[config.mk]
export PLATFORM = sky130hd
export DESIGN_NAME = subset_sum_select_unit
export DESIGN_NICKNAME = d
export VERILOG_FILES = /design/src/rtl/ssel_pkg.sv /design/src/rtl/ssel_ctrl.sv /design/src/rtl/ssel_dpath.sv /design/src/rtl/subset_sum_select_unit.sv
export SDC_FILE = /design/constraint.sdc
export NUM_CORES = 2
export LEC_CHECK = 0
export BUFFER_PORTS_ARGS = -buffer_cell sky130_fd_sc_hd__buf_4
export CAP_MARGIN = 10
export CORE_AREA = 5 5 409 411
export CTS_BUF_LIST = sky130_fd_sc_hd__clkbuf_16
export DETAILED_ROUTE_END_ITERATION = 10
export DIE_AREA = 0 0 414 416
export GPL_ROUTABILITY_DRIVEN = 0
export PLACE_DENSITY_LB_ADDON = 0.2
export RECOVER_POWER = 50
export SYNTH_ARGS = -nofsm -noshare
export SYNTH_HDL_FRONTEND = slang
export SYNTH_SLANG_ARGS = --single-unit
[constraint.sdc]
create_clock -name clock -period 6.35 [get_ports clock]
set_clock_uncertainty 0.15 [all_clocks]
set_input_delay 0.9525 -clock clock [delete_from_list [all_inputs] [get_ports clock]]
set_output_delay 0.9525 -clock clock [all_outputs]
set_load 0.02 [all_outputs]
[src/rtl/ssel_pkg.sv]
`timescale 1ns / 1ps
// Shared types, constants and state encoding for the subset-sum select unit.
package ssel_pkg;

   localparam int MAX_ITEMS    = 32;
   localparam int MAX_CAPACITY = 63;

   localparam int SIZE_W    = 7;
   localparam int SUM_W     = 6;
   localparam int ROW_W     = 1 << SUM_W;
   localparam int MASK_W    = 32;
   localparam int CNT_W     = $clog2(MAX_ITEMS + 1);
   localparam int ITEM_AW   = (MAX_ITEMS > 1) ? $clog2(MAX_ITEMS) : 1;
   localparam int REQ_DATA_W = ((SIZE_W + 7) / 8) * 8;
   localparam int RSP_DATA_W = ((SUM_W + MASK_W + 7) / 8) * 8;

   typedef enum logic [2:0] {
      S_ACCEPT,
      S_SEARCH,
      S_PRIME,
      S_WALK,
      S_FINISH
   } ssel_state_type;

   typedef struct packed {
      logic item_take;
      logic search_step;
      logic walk_init;
      logic walk_issue;
      logic walk_eval;
      logic result_load;
   } ssel_cmd_type;

   typedef struct packed {
      logic search_hit;
      logic walk_end;
      logic out_free;
   } ssel_status_type;

endpackage

[src/rtl/ssel_ctrl.sv]
`timescale 1ns / 1ps
// Controller state machine sequencing item intake, sum search, backward walk and result load.
module ssel_ctrl
   import ssel_pkg::*;
(
   input  logic            clock,
   input  logic            reset,
   input  logic            req_tvalid,
   input  logic            req_tlast,
   output logic            req_tready,
   input  ssel_status_type status,
   output ssel_cmd_type    cmd
);

   ssel_state_type state_ff;
   ssel_state_type state_in;

   always_ff @(posedge clock) begin
      if (reset) begin
         state_ff <= S_ACCEPT;
      end else begin
         state_ff <= state_in;
      end
   end

   always_comb begin
      state_in = state_ff;
      unique case (state_ff)
         S_ACCEPT: begin
            if (req_tvalid && req_tlast) begin
               state_in = S_SEARCH;
            end
         end
         S_SEARCH: begin
            if (status.search_hit) begin
               state_in = S_PRIME;
            end
         end
         S_PRIME: begin
            state_in = S_WALK;
         end
         S_WALK: begin
            if (status.walk_end) begin
               state_in = S_FINISH;
            end
         end
         S_FINISH: begin
            if (status.out_free) begin
               state_in = S_ACCEPT;
            end
         end
         default: begin
            state_in = S_ACCEPT;
         end
      endcase
   end

   always_comb begin
      cmd        = '0;
      req_tready = 1'b0;
      unique case (state_ff)
         S_ACCEPT: begin
            req_tready    = 1'b1;
            cmd.item_take = req_tvalid;
         end
         S_SEARCH: begin
            cmd.search_step = !status.search_hit;
            cmd.walk_init   = status.search_hit;
         end
         S_PRIME: begin
            cmd.walk_issue = 1'b1;
         end
         S_WALK: begin
            cmd.walk_eval  = 1'b1;
            cmd.walk_issue = !status.walk_end;
         end
         S_FINISH: begin
            cmd.result_load = status.out_free;
         end
         default: begin
            cmd = '0;
         end
      endcase
   end

endmodule

[src/rtl/ssel_dpath.sv]
`timescale 1ns / 1ps
// Datapath: reachability rows, size store, sum search, backward walk and result register.
module ssel_dpath
   import ssel_pkg::*;
(
   input  logic                  clock,
   input  logic                  reset,
   input  ssel_cmd_type          cmd,
   output ssel_status_type       status,
   input  logic [SIZE_W-1:0]     item_size,
   input  logic                  item_last,
   input  logic                  csr_wr_en,
   input  logic [SUM_W-1:0]      csr_wr_data,
   input  logic                  rsp_tready,
   output logic                  rsp_valid,
   output logic [SUM_W-1:0]      rsp_best_sum,
   output logic [MASK_W-1:0]     rsp_chosen_mask,
   output logic                  rsp_overflow
);

   // Row k+1 of the set lives at row_mem[k]; row zero is the constant one.
   logic [ROW_W-1:0]  row_mem  [MAX_ITEMS];
   logic [SIZE_W-1:0] size_mem [MAX_ITEMS];

   logic [SUM_W-1:0]   capacity_ff;
   logic [CNT_W-1:0]   items_held_ff;
   logic               overflow_seen_ff;
   logic [ROW_W-1:0]   cur_row_ff;
   logic [SUM_W-1:0]   best_ff;
   logic [SUM_W-1:0]   rem_ff;
   logic [CNT_W-1:0]   walk_i_ff;
   logic [ITEM_AW-1:0] eval_k_ff;
   logic               eval_k_zero_ff;
   logic [SIZE_W-1:0]  size_rd_ff;
   logic [ROW_W-1:0]   row_rd_ff;
   logic [MASK_W-1:0]  mask_ff;
   logic               rsp_valid_ff;
   logic [SUM_W-1:0]   rsp_best_ff;
   logic [MASK_W-1:0]  rsp_mask_ff;
   logic               rsp_overflow_ff;

   logic [SUM_W-1:0]   cap_eff;
   logic [ROW_W-1:0]   cap_mask;
   logic [ROW_W-1:0]   row_new;
   logic               can_store;
   logic [CNT_W-1:0]   walk_k;
   logic [ROW_W-1:0]   row_k;
   logic [SIZE_W-1:0]  rem_wide;
   logic [SIZE_W-1:0]  diff;
   logic               take;
   logic [SUM_W-1:0]   rem_in;
   logic [MASK_W-1:0]  mask_in;

   always_comb begin
      cap_eff = (capacity_ff > SUM_W'(MAX_CAPACITY)) ? SUM_W'(MAX_CAPACITY) : capacity_ff;
      for (int t = 0; t < ROW_W; t++) begin
         cap_mask[t] = (SUM_W'(t) <= cap_eff);
      end
      row_new   = (cur_row_ff | (cur_row_ff << item_size)) & cap_mask;
      can_store = (items_held_ff < CNT_W'(MAX_ITEMS));
      walk_k    = walk_i_ff - CNT_W'(1);
   end

   // One walk step: take item k if the remainder less its size was reachable before it.
   always_comb begin
      row_k    = eval_k_zero_ff ? ROW_W'(1) : row_rd_ff;
      rem_wide = SIZE_W'(rem_ff);
      diff     = rem_wide - size_rd_ff;
      take     = (rem_wide >= size_rd_ff) && row_k[diff[SUM_W-1:0]];
      rem_in   = take ? diff[SUM_W-1:0] : rem_ff;
      mask_in  = mask_ff;
      for (int j = 0; j < MASK_W; j++) begin
         if ((j < MAX_ITEMS) && take && (eval_k_ff == ITEM_AW'(j))) begin
            mask_in[j] = 1'b1;
         end
      end
   end

   always_comb begin
      status.search_hit = (best_ff == '0) || cur_row_ff[best_ff];
      status.walk_end   = (eval_k_ff == '0);
      status.out_free   = !rsp_valid_ff || rsp_tready;
   end

   always_ff @(posedge clock) begin
      if (cmd.item_take && can_store) begin
         row_mem[items_held_ff[ITEM_AW-1:0]]  <= row_new;
         size_mem[items_held_ff[ITEM_AW-1:0]] <= item_size;
      end
      if (cmd.walk_issue) begin
         size_rd_ff <= size_mem[walk_k[ITEM_AW-1:0]];
         row_rd_ff  <= row_mem[walk_k[ITEM_AW-1:0] - ITEM_AW'(1)];
      end
   end

   always_ff @(posedge clock) begin
      if (reset) begin
         capacity_ff      <= SUM_W'(MAX_CAPACITY);
         items_held_ff    <= '0;
         overflow_seen_ff <= 1'b0;
         cur_row_ff       <= ROW_W'(1);
         rsp_valid_ff     <= 1'b0;
      end else begin
         if (csr_wr_en) begin
            capacity_ff <= csr_wr_data;
         end
         if (cmd.result_load) begin
            items_held_ff    <= '0;
            overflow_seen_ff <= 1'b0;
            cur_row_ff       <= ROW_W'(1);
         end else if (cmd.item_take) begin
            if (can_store) begin
               cur_row_ff    <= row_new;
               items_held_ff <= items_held_ff + CNT_W'(1);
            end else begin
               overflow_seen_ff <= 1'b1;
            end
         end
         if (cmd.result_load) begin
            rsp_valid_ff <= 1'b1;
         end else if (rsp_tready) begin
            rsp_valid_ff <= 1'b0;
         end
      end
   end

   always_ff @(posedge clock) begin
      if (cmd.item_take && item_last) begin
         best_ff <= cap_eff;
      end else if (cmd.search_step) begin
         best_ff <= best_ff - SUM_W'(1);
      end
      if (cmd.walk_init) begin
         rem_ff    <= best_ff;
         walk_i_ff <= items_held_ff;
         mask_ff   <= '0;
      end else begin
         if (cmd.walk_issue) begin
            walk_i_ff      <= walk_k;
            eval_k_ff      <= walk_k[ITEM_AW-1:0];
            eval_k_zero_ff <= (walk_k == '0);
         end
         if (cmd.walk_eval) begin
            rem_ff  <= rem_in;
            mask_ff <= mask_in;
         end
      end
      if (cmd.result_load) begin
         rsp_best_ff     <= best_ff;
         rsp_mask_ff     <= mask_ff;
         rsp_overflow_ff <= overflow_seen_ff;
      end
   end

   assign rsp_valid       = rsp_valid_ff;
   assign rsp_best_sum    = rsp_best_ff;
   assign rsp_chosen_mask = rsp_mask_ff;
   assign rsp_overflow    = rsp_overflow_ff;

`ifndef SYNTH
   a_count_bound: assert property (@(posedge clock) disable iff (reset)
      items_held_ff <= CNT_W'(MAX_ITEMS))
      else $error("item count above store depth");

   a_load_when_free: assert property (@(posedge clock) disable iff (reset)
      cmd.result_load |-> (!rsp_valid_ff || rsp_tready))
      else $error("result loaded over an untaken result");

   a_rem_shrinks: assert property (@(posedge clock) disable iff (reset)
      (cmd.walk_eval && !cmd.walk_init) |=> (rem_ff <= $past(rem_ff)))
      else $error("walk remainder grew");

   a_walk_has_items: assert property (@(posedge clock) disable iff (reset)
      cmd.walk_init |-> (items_held_ff != '0))
      else $error("walk started with an empty set");

   a_search_within_cap: assert property (@(posedge clock) disable iff (reset)
      cmd.walk_init |-> (best_ff <= cap_eff))
      else $error("best sum above capacity");
`endif

endmodule

[src/rtl/subset_sum_select_unit.sv]
`timescale 1ns / 1ps
// Items stream at one per cycle while the unit is accepting; after the last item it takes
// none until the result load. The sum search counts down from the capacity to the best sum,
// then come a read-prime state, the backward walk over the held items and the load, which
// waits for a free output register; the result shows in the cycle after the load. The search
// tests one row bit per cycle, the walk one item per cycle. Reset (synchronous, active high)
// empties the set, clears overflow and the result valid flag and sets capacity to its maximum.
module subset_sum_select_unit
   import ssel_pkg::*;
(
   input  logic                  clock,
   input  logic                  reset,
   // Input transactions: one item size per transaction.
   input  logic                  req_tvalid,
   output logic                  req_tready,
   input  logic [REQ_DATA_W-1:0] req_tdata,   // [6:0] item_size, upper bits zero
   input  logic                  req_tlast,   // last_item
   // Result transactions: one per set.
   output logic                  rsp_tvalid,
   input  logic                  rsp_tready,
   output logic [RSP_DATA_W-1:0] rsp_tdata,   // [5:0] best_sum, [37:6] chosen_mask, rest zero
   output logic                  rsp_tuser,   // overflow
   // Capacity register write.
   input  logic                  csr_wr_en,
   input  logic [SUM_W-1:0]      csr_wr_data
);

   ssel_cmd_type    cmd;
   ssel_status_type status;

   logic [SUM_W-1:0]  best_sum;
   logic [MASK_W-1:0] chosen_mask;

   // The controller only sequences; all set state and the result register live in the datapath.
   // A finished result waits in the output register while the next set is already being taken,
   // and the walk of that next set holds in its final state until the register is free.
   ssel_ctrl u_ctrl (
      .clock      (clock),
      .reset      (reset),
      .req_tvalid (req_tvalid),
      .req_tlast  (req_tlast),
      .req_tready (req_tready),
      .status     (status),
      .cmd        (cmd)
   );

   ssel_dpath u_dpath (
      .clock           (clock),
      .reset           (reset),
      .cmd             (cmd),
      .status          (status),
      .item_size       (req_tdata[SIZE_W-1:0]),
      .item_last       (req_tlast),
      .csr_wr_en       (csr_wr_en),
      .csr_wr_data     (csr_wr_data),
      .rsp_tready      (rsp_tready),
      .rsp_valid       (rsp_tvalid),
      .rsp_best_sum    (best_sum),
      .rsp_chosen_mask (chosen_mask),
      .rsp_overflow    (rsp_tuser)
   );

   // Pack the result fields, lowest field first, padded with zeros to whole bytes.
   assign rsp_tdata = RSP_DATA_W'({chosen_mask, best_sum});

endmodule
# Word level (Yosys, flattened, before mapping)

Memories as Yosys holds them, arrays and structs flattened. A register that Yosys moved wholly into a read port is not among the register bits.
Index checks and enable logic that the tools add are counted.

Output and inout port bits: 43
Register bits after elaboration: 176
Latch bits: 0
RAM bits: 2272
Bits in read-only memories: 0
Input bits: 20
Word-level logic and storage cells: 282
Memories kept: 2

Shift operators: 1
Reductions and logical operators: 88
Bitwise operators: 4
Add/sub/neg operators: 5
Divide/modulo/power cells: 0
$mul: 0
Equality and inequality tests: 39
Mux-type cells: 28
$lt $le $gt $ge: 69

Memories:

| name             | words | bits a word | read ports | clocked after memory_dff | write ports | RTL line         | RTL |
|---|---|---|---|---|---|---|---|
| u_dpath.row_mem  | 32    | 64          | 1          | 1                        | 1           | ssel_dpath.sv:22 | `logic [ROW_W-1:0] row_mem [MAX_ITEMS];` |
| u_dpath.size_mem | 32    | 7           | 1          | 1                        | 1           | ssel_dpath.sv:23 | `logic [SIZE_W-1:0] size_mem [MAX_ITEMS];` |

Operators with widths:

| cell                                                          | count |
|---|---|
| less-or-equal comparator 6 bit, first input constant          | 32 |
| less-or-equal comparator 5 x 6 -> 1 bit, first input constant | 16 |
| == test 5 bit, second input constant                          | 16 |
| AND reduction 2 bit                                           | 36 |
| AND 64 bit                                                    | 1 |
| two-way mux 64 bit                                            | 1 |
| bitwise OR 64 bit                                             | 1 |
| left shift 64 x 7 -> 64 bit                                   | 1 |
| less-or-equal comparator 4 x 6 -> 1 bit, first input constant | 8 |
| two-way mux 6 bit                                             | 8 |
| == test 5 x 4 -> 1 bit, second input constant                 | 8 |
| logical AND 1 bit                                             | 36 |
| less-or-equal comparator 3 x 6 -> 1 bit, first input constant | 4 |
| == test 5 x 3 -> 1 bit, second input constant                 | 4 |
| case mux 3 bit (5 select lines)                               | 1 |
| less-than comparator 6 x 7 -> 1 bit, second input constant    | 2 |
| binary-select mux 1 bit (select 6 bit)                        | 2 |
| less-or-equal comparator 1 x 6 -> 1 bit, first input constant | 2 |
| less-or-equal comparator 2 x 6 -> 1 bit, first input constant | 2 |
| zero test 6 bit                                               | 2 |
| two-way mux 3 bit                                             | 4 |
| subtractor 6 x 1 -> 6 bit, second input constant              | 2 |
| == test 5 x 2 -> 1 bit, second input constant                 | 2 |
| two-way mux 1 bit                                             | 10 |
| 21 further kinds                                              | 33 |

# Longest topological paths before layout

Word-level depth: 7
Mapped depth: 15
Gate-level depth less buffers: 11

# Modules after synthesis

From an unflattened synthesis, not the netlist that was laid out.

Cells, all modules: 5182
Area total of the unflattened synthesis: 102274.3 um^2

By module, submodules not included:

| module                 | instances | area each (um^2) | cells an instance | sequential area each (um^2) |
|---|---|---|---|---|
| ssel_dpath             | 1         | 102056.6         | 5155              | 74451.4 |
| ssel_ctrl              | 1         | 198.9            | 24                | 60.1 |
| subset_sum_select_unit | 1         | 18.8             | 3                 | 0.0 |

# Worst setup path after synthesis

Ideal clock, no wire load.

Kind: register to register
From: register u_ctrl.state_ff[2]
To: memory u_dpath.row_mem[26][0] in the netlist's numbering (enable)
Cell stages (with the launch flop): 8
Setup slack: 0.494 ns
Required time: 5.699 ns
Period minus slack after synthesis: 5.856 ns
Arrival time: 5.206 ns
Cells stage by stage: dfxtp_1 -> clkbuf_1 -> nor3_1 -> nand2_1 -> nor2_1 -> clkbuf_1 -> nand2_1 -> nor2_1

Word-level cells in the longest chain between the ends: 5

RTL lines:

| element                                 | RTL line         | RTL |
|---|---|---|
| start, declared                         | ssel_ctrl.sv:15  | `ssel_state_type state_ff;` |
| start signal, assigned                  | ssel_ctrl.sv:22  | `state_ff <= state_in;` |
| zero test 3 bit                         | ssel_ctrl.sv:61  | `unique case (state_ff)` |
| two-way mux 1 bit                       | ssel_ctrl.sv:61  |  |
| logical AND 1 bit                       | ssel_dpath.sv:86 | `if (cmd.item_take && can_store) begin` |
| two-way mux 1 bit                       | ssel_dpath.sv:86 |  |
| two-way mux 1 bit (implied by the code) | ssel_dpath.sv:87 | `row_mem[items_held_ff[ITEM_AW-1:0]] <= row_new;` |
| end, declared                           | ssel_dpath.sv:22 |  |

Every way passes these cells.

# Final worst setup path

From: register u_ctrl.state_ff[2]
To: memory u_dpath.row_mem[16][49] in the netlist's numbering (enable)

The elaborated chain is that of the path after synthesis.

==> results.md <==
* Root Buffer: clkbuf_16
* Hold EP: u_dpath.capacity_ff[0]
* Grt total ovfl at 0
* Io pins at 63
* Final Critical Period at 5460 ps
* Synth Flop Type: edfxtp_1
* Vias per cell at 6.89
* Largest net degree at the start of global routing at 103
* Combinational power share at 11.9%
* Die height at 416 um
* Post-synth EDFFs at 2,406
* Yosys reg bits at 2,519
* Crit end category: register
* Max-cap check violation count at 61
* Initial Utilization at 62.2%
* Core area at 164,000 sq um
* Startpoint types: register
* Critical R2R Capture: u_dpath.row_mem[16][49]
* Leak at 38.4 nW
* Maximum root-to-sink buffer count at 3
* Relative slew margins at -151%
* Via Count at 53,000
* Final HPWL DP at 137,000 um
* Die width at 414 um
* Cell Area, Placed at 106,000 sq um
* Row count at 149
* Data arrival, critical path at 5690 ps
* Residual DRC at 0
* Critical-path top delay cell: clkbuf_2
* Hold Path Origin: csr_wr_data[0]
* Number of antenna violations at the first check in global routing at 5
* H-tree levels at 4
* Endpoints failing setup at 0
* CP Cell Sequence: nor3_1, nand2_1, nor2_1, nand2_1, nor2_1, clkbuf_2
* Cell Area, Synth at 102,000 sq um
* Post-synthesis sequential area ratio at 73.2%
* Cts bufs inserted at 233
* Gate Count Post-Synth at 5,132
* DR pass1 iterations at 6
* Failing checks: capacitance limit, slew limit
* CTS sink count at 2,519
* Switching Share at 24.1%
* Post-DRT Antenna Nets at 0
* Seq pwr share at 51.0%
* Hold depth at 2
* Drt first-iter violations at 7,227
* Fmax at 183 MHz
* Worst path max stage delay at 2230 ps
* Period utilization at 85.9%
* Worst-Skew Late Latency at 870 ps
* Multi-input logic area at 26,100 sq um
* Distinct cell type count after synthesis at 79
* Setup_tns at 0 ps
* Worst hold-check path type: in -> reg
* Aggregate routed wire length at 253,000 um
* Instance count on the critical path at 6
* IO Port Bufs at 59
* First-pass GRT wire length at 368,000 um
* Syn avg cell area at 19.8 sq um
* # hold bufs at CTS at 0
* Wirelength per Cell at 32.9 um
* Crit path kind: reg -> reg
* Asr flop ratio synth at 0%
* Register Area at 74,500 sq um
* Power Total at 36.1 mW
* Family with the most delay on the worst path: buffers and inverters
* VDD IR max at 0.000348 V
* Worst-path clk slew at 60 ps
* Post-CTS Setup Inserts at 0
* RSZ-0062 raised after global routing: false
* CTS resizes at 0
* R2r startpoint: u_ctrl.state_ff[2]
* Required time of the worst setup path at 6590 ps
* Reg2Reg Setup Slack at 890 ps
* Status: finished, violations left
* Place WS at 1390 ps
* Worst slew pin tran at 3770 ps
* Area delta synth->final at 10.6%
* Fin. Hold Viols at 0
* Layout cell share with drive strength beyond 1 at 25.1%
* CP bufs+invs at 1
* Max Slew Vio Count at 1,763
* GRT Total Usage at 29.4%
* P_int at 27.4 mW
* Final worst slack at 894 ps
* TritonCTS clock tree: built
* Clock power share at 37.1%
* DIE AREA at 172,000 sq um
* Crit-path max FO at 65
* Psw at 8.68 mW
* Fill count at 10,200
* Design area at 113,000 sq um
* Pwr/cell area at 320 nW/um^2
* Nets@finish at 5,332
* Vias in the first global route at 53,000
* Number of synthesis warnings at 0
* WHS at 153 ps
* R2R depth at 6
power by group through the flow:
stage               Sequential [mW]  Combinational, mW  Clock [mW]
floorplan                      18.7               2.97           0
global placement               18.7               4.25           0
detailed placement             18.7               4.28           0
CTS                            18.4               4.31        13.5
global route                   18.4               4.56        14.3
finish                         18.4               4.29        13.4
final cells by class:
| class | instances | area share (%) |
|---|---|---|
| clock buffers | 236 | 5.25 |
| well taps | 2189 | 2.43 |
| repair buffers | 242 | 1.57 |
| clock inverters | 202 | 1.27 |
| inverters | 37 | 0.123 |
| diodes | 1 | 0.00222 |
| flip-flops and latches | 2519 | 66.2 |
| multi-input cells | 2263 | 23.2 |
worst reg2reg max path, delay by kind of cell, from the launching register on:
| kind | cells | cell delay [ps] |
|---|---|---|
| buffers and inverters | 1 | 2240 |
| flip-flops | 1 | 410 |
| AND/OR/NAND/NOR | 5 | 2090 |
flip-flops by register name, indices dropped and copies added, names as in the netlist, 3 cells and up:
signal,cells
u_dpath.rsp_chosen_mask,32
u_dpath.cur_row_ff,64
u_dpath.mask_ff,32
u_dpath.rem_ff,6
u_dpath.size_rd_ff,7
u_dpath.capacity_ff,6
u_dpath.eval_k_ff,5
u_dpath.walk_i_ff,6
u_dpath.size_mem,224
u_dpath.row_mem,2048
u_dpath.items_held_ff,6
u_dpath.row_rd_ff,64
u_dpath.best_ff,6
u_ctrl.state_ff,3
u_dpath.rsp_best_sum,6
synth_stat cells (all sizes together), types with 17 or more instances:
| library cell | instances | area (sq um) |
|---|---|---|
| edfxtp | 2406 | 72200 |
| mux4 | 690 | 15500 |
| nand2 | 254 | 953 |
| nor2 | 253 | 950 |
| clkbuf | 206 | 773 |
| mux2i | 193 | 1930 |
| mux2 | 183 | 2060 |
| a21oi | 175 | 876 |
| o21ai | 155 | 813 |
| dfxtp | 113 | 2260 |
| buf | 108 | 537 |
| o211ai | 70 | 526 |
| inv | 36 | 135 |
| nor3 | 32 | 160 |
| nand3 | 26 | 130 |
| a2111oi | 17 | 174 |
stage by stage:
| stage | instances | utilization, % |
|---|---|---|
| after global placement | 7240 | 64.7 |
| after CTS | 7678 | 69.2 |
| after detailed placement | 7240 | 64.7 |
| after floorplan | 5133 | - |
| after global routing | 7688 | 68.8 |
| final | 7689 | 68.8 |
per-layer routing:
| layer | GRT usage (%) | vias to the layer above | routed length [um] |
|---|---|---|---|
| met5 | 0 | - | 9 |
| met4 | 11.2 | 2 | 11200 |
| met3 | 6.09 | 610 | 26100 |
| met2 | 46.1 | 3257 | 120000 |
| met1 | 41.7 | 27600 | 95000 |
| li1 | - | 21500 | - |
layout by cell type, fill, tap and decap left out, types with 43 or more instances in the layout:
cell type     n
o211ai_1     70
o21ai_0     119
dfxtp_1     113
mux2i_1     193
nor2_1      221
clkinv_2     43
mux2_2      167
buf_4        84
mux4_2      689
edfxtp_1   2406
clkbuf_16   236
clkbuf_1    116
clkinv_1     53
inv_1       102
nand2_1     254
a21oi_1     168
cell families after synthesis:
kind of cell	share of synthesized area [%]
muxes	19.2
adders and majority gates	0.204
AOI/OAI and AO/OA	3.13
xor gates and xnor gates	0.154
DFF	73.2
other	0.00368
and+or+nand+nor	2.71
buffers and inverters	1.42
how the worst max path moves through the flow:
stage	start	end	slack [ps]
5_1_grt	u_ctrl.state_ff[2]	u_dpath.row_mem[16][49]	690
2_1_floorplan	u_ctrl.state_ff[2]	u_dpath.row_mem[26][0]	490
3_3_place_gp	req_tdata[1]	u_dpath.cur_row_ff[50]	1490
6_report	u_ctrl.state_ff[2]	u_dpath.row_mem[16][49]	890
4_1_cts	u_dpath.rem_ff[0]	u_dpath.rem_ff[2]	1530
3_5_place_dp	req_tdata[1]	u_dpath.cur_row_ff[50]	1390
(Power assumes the default switching activity.)
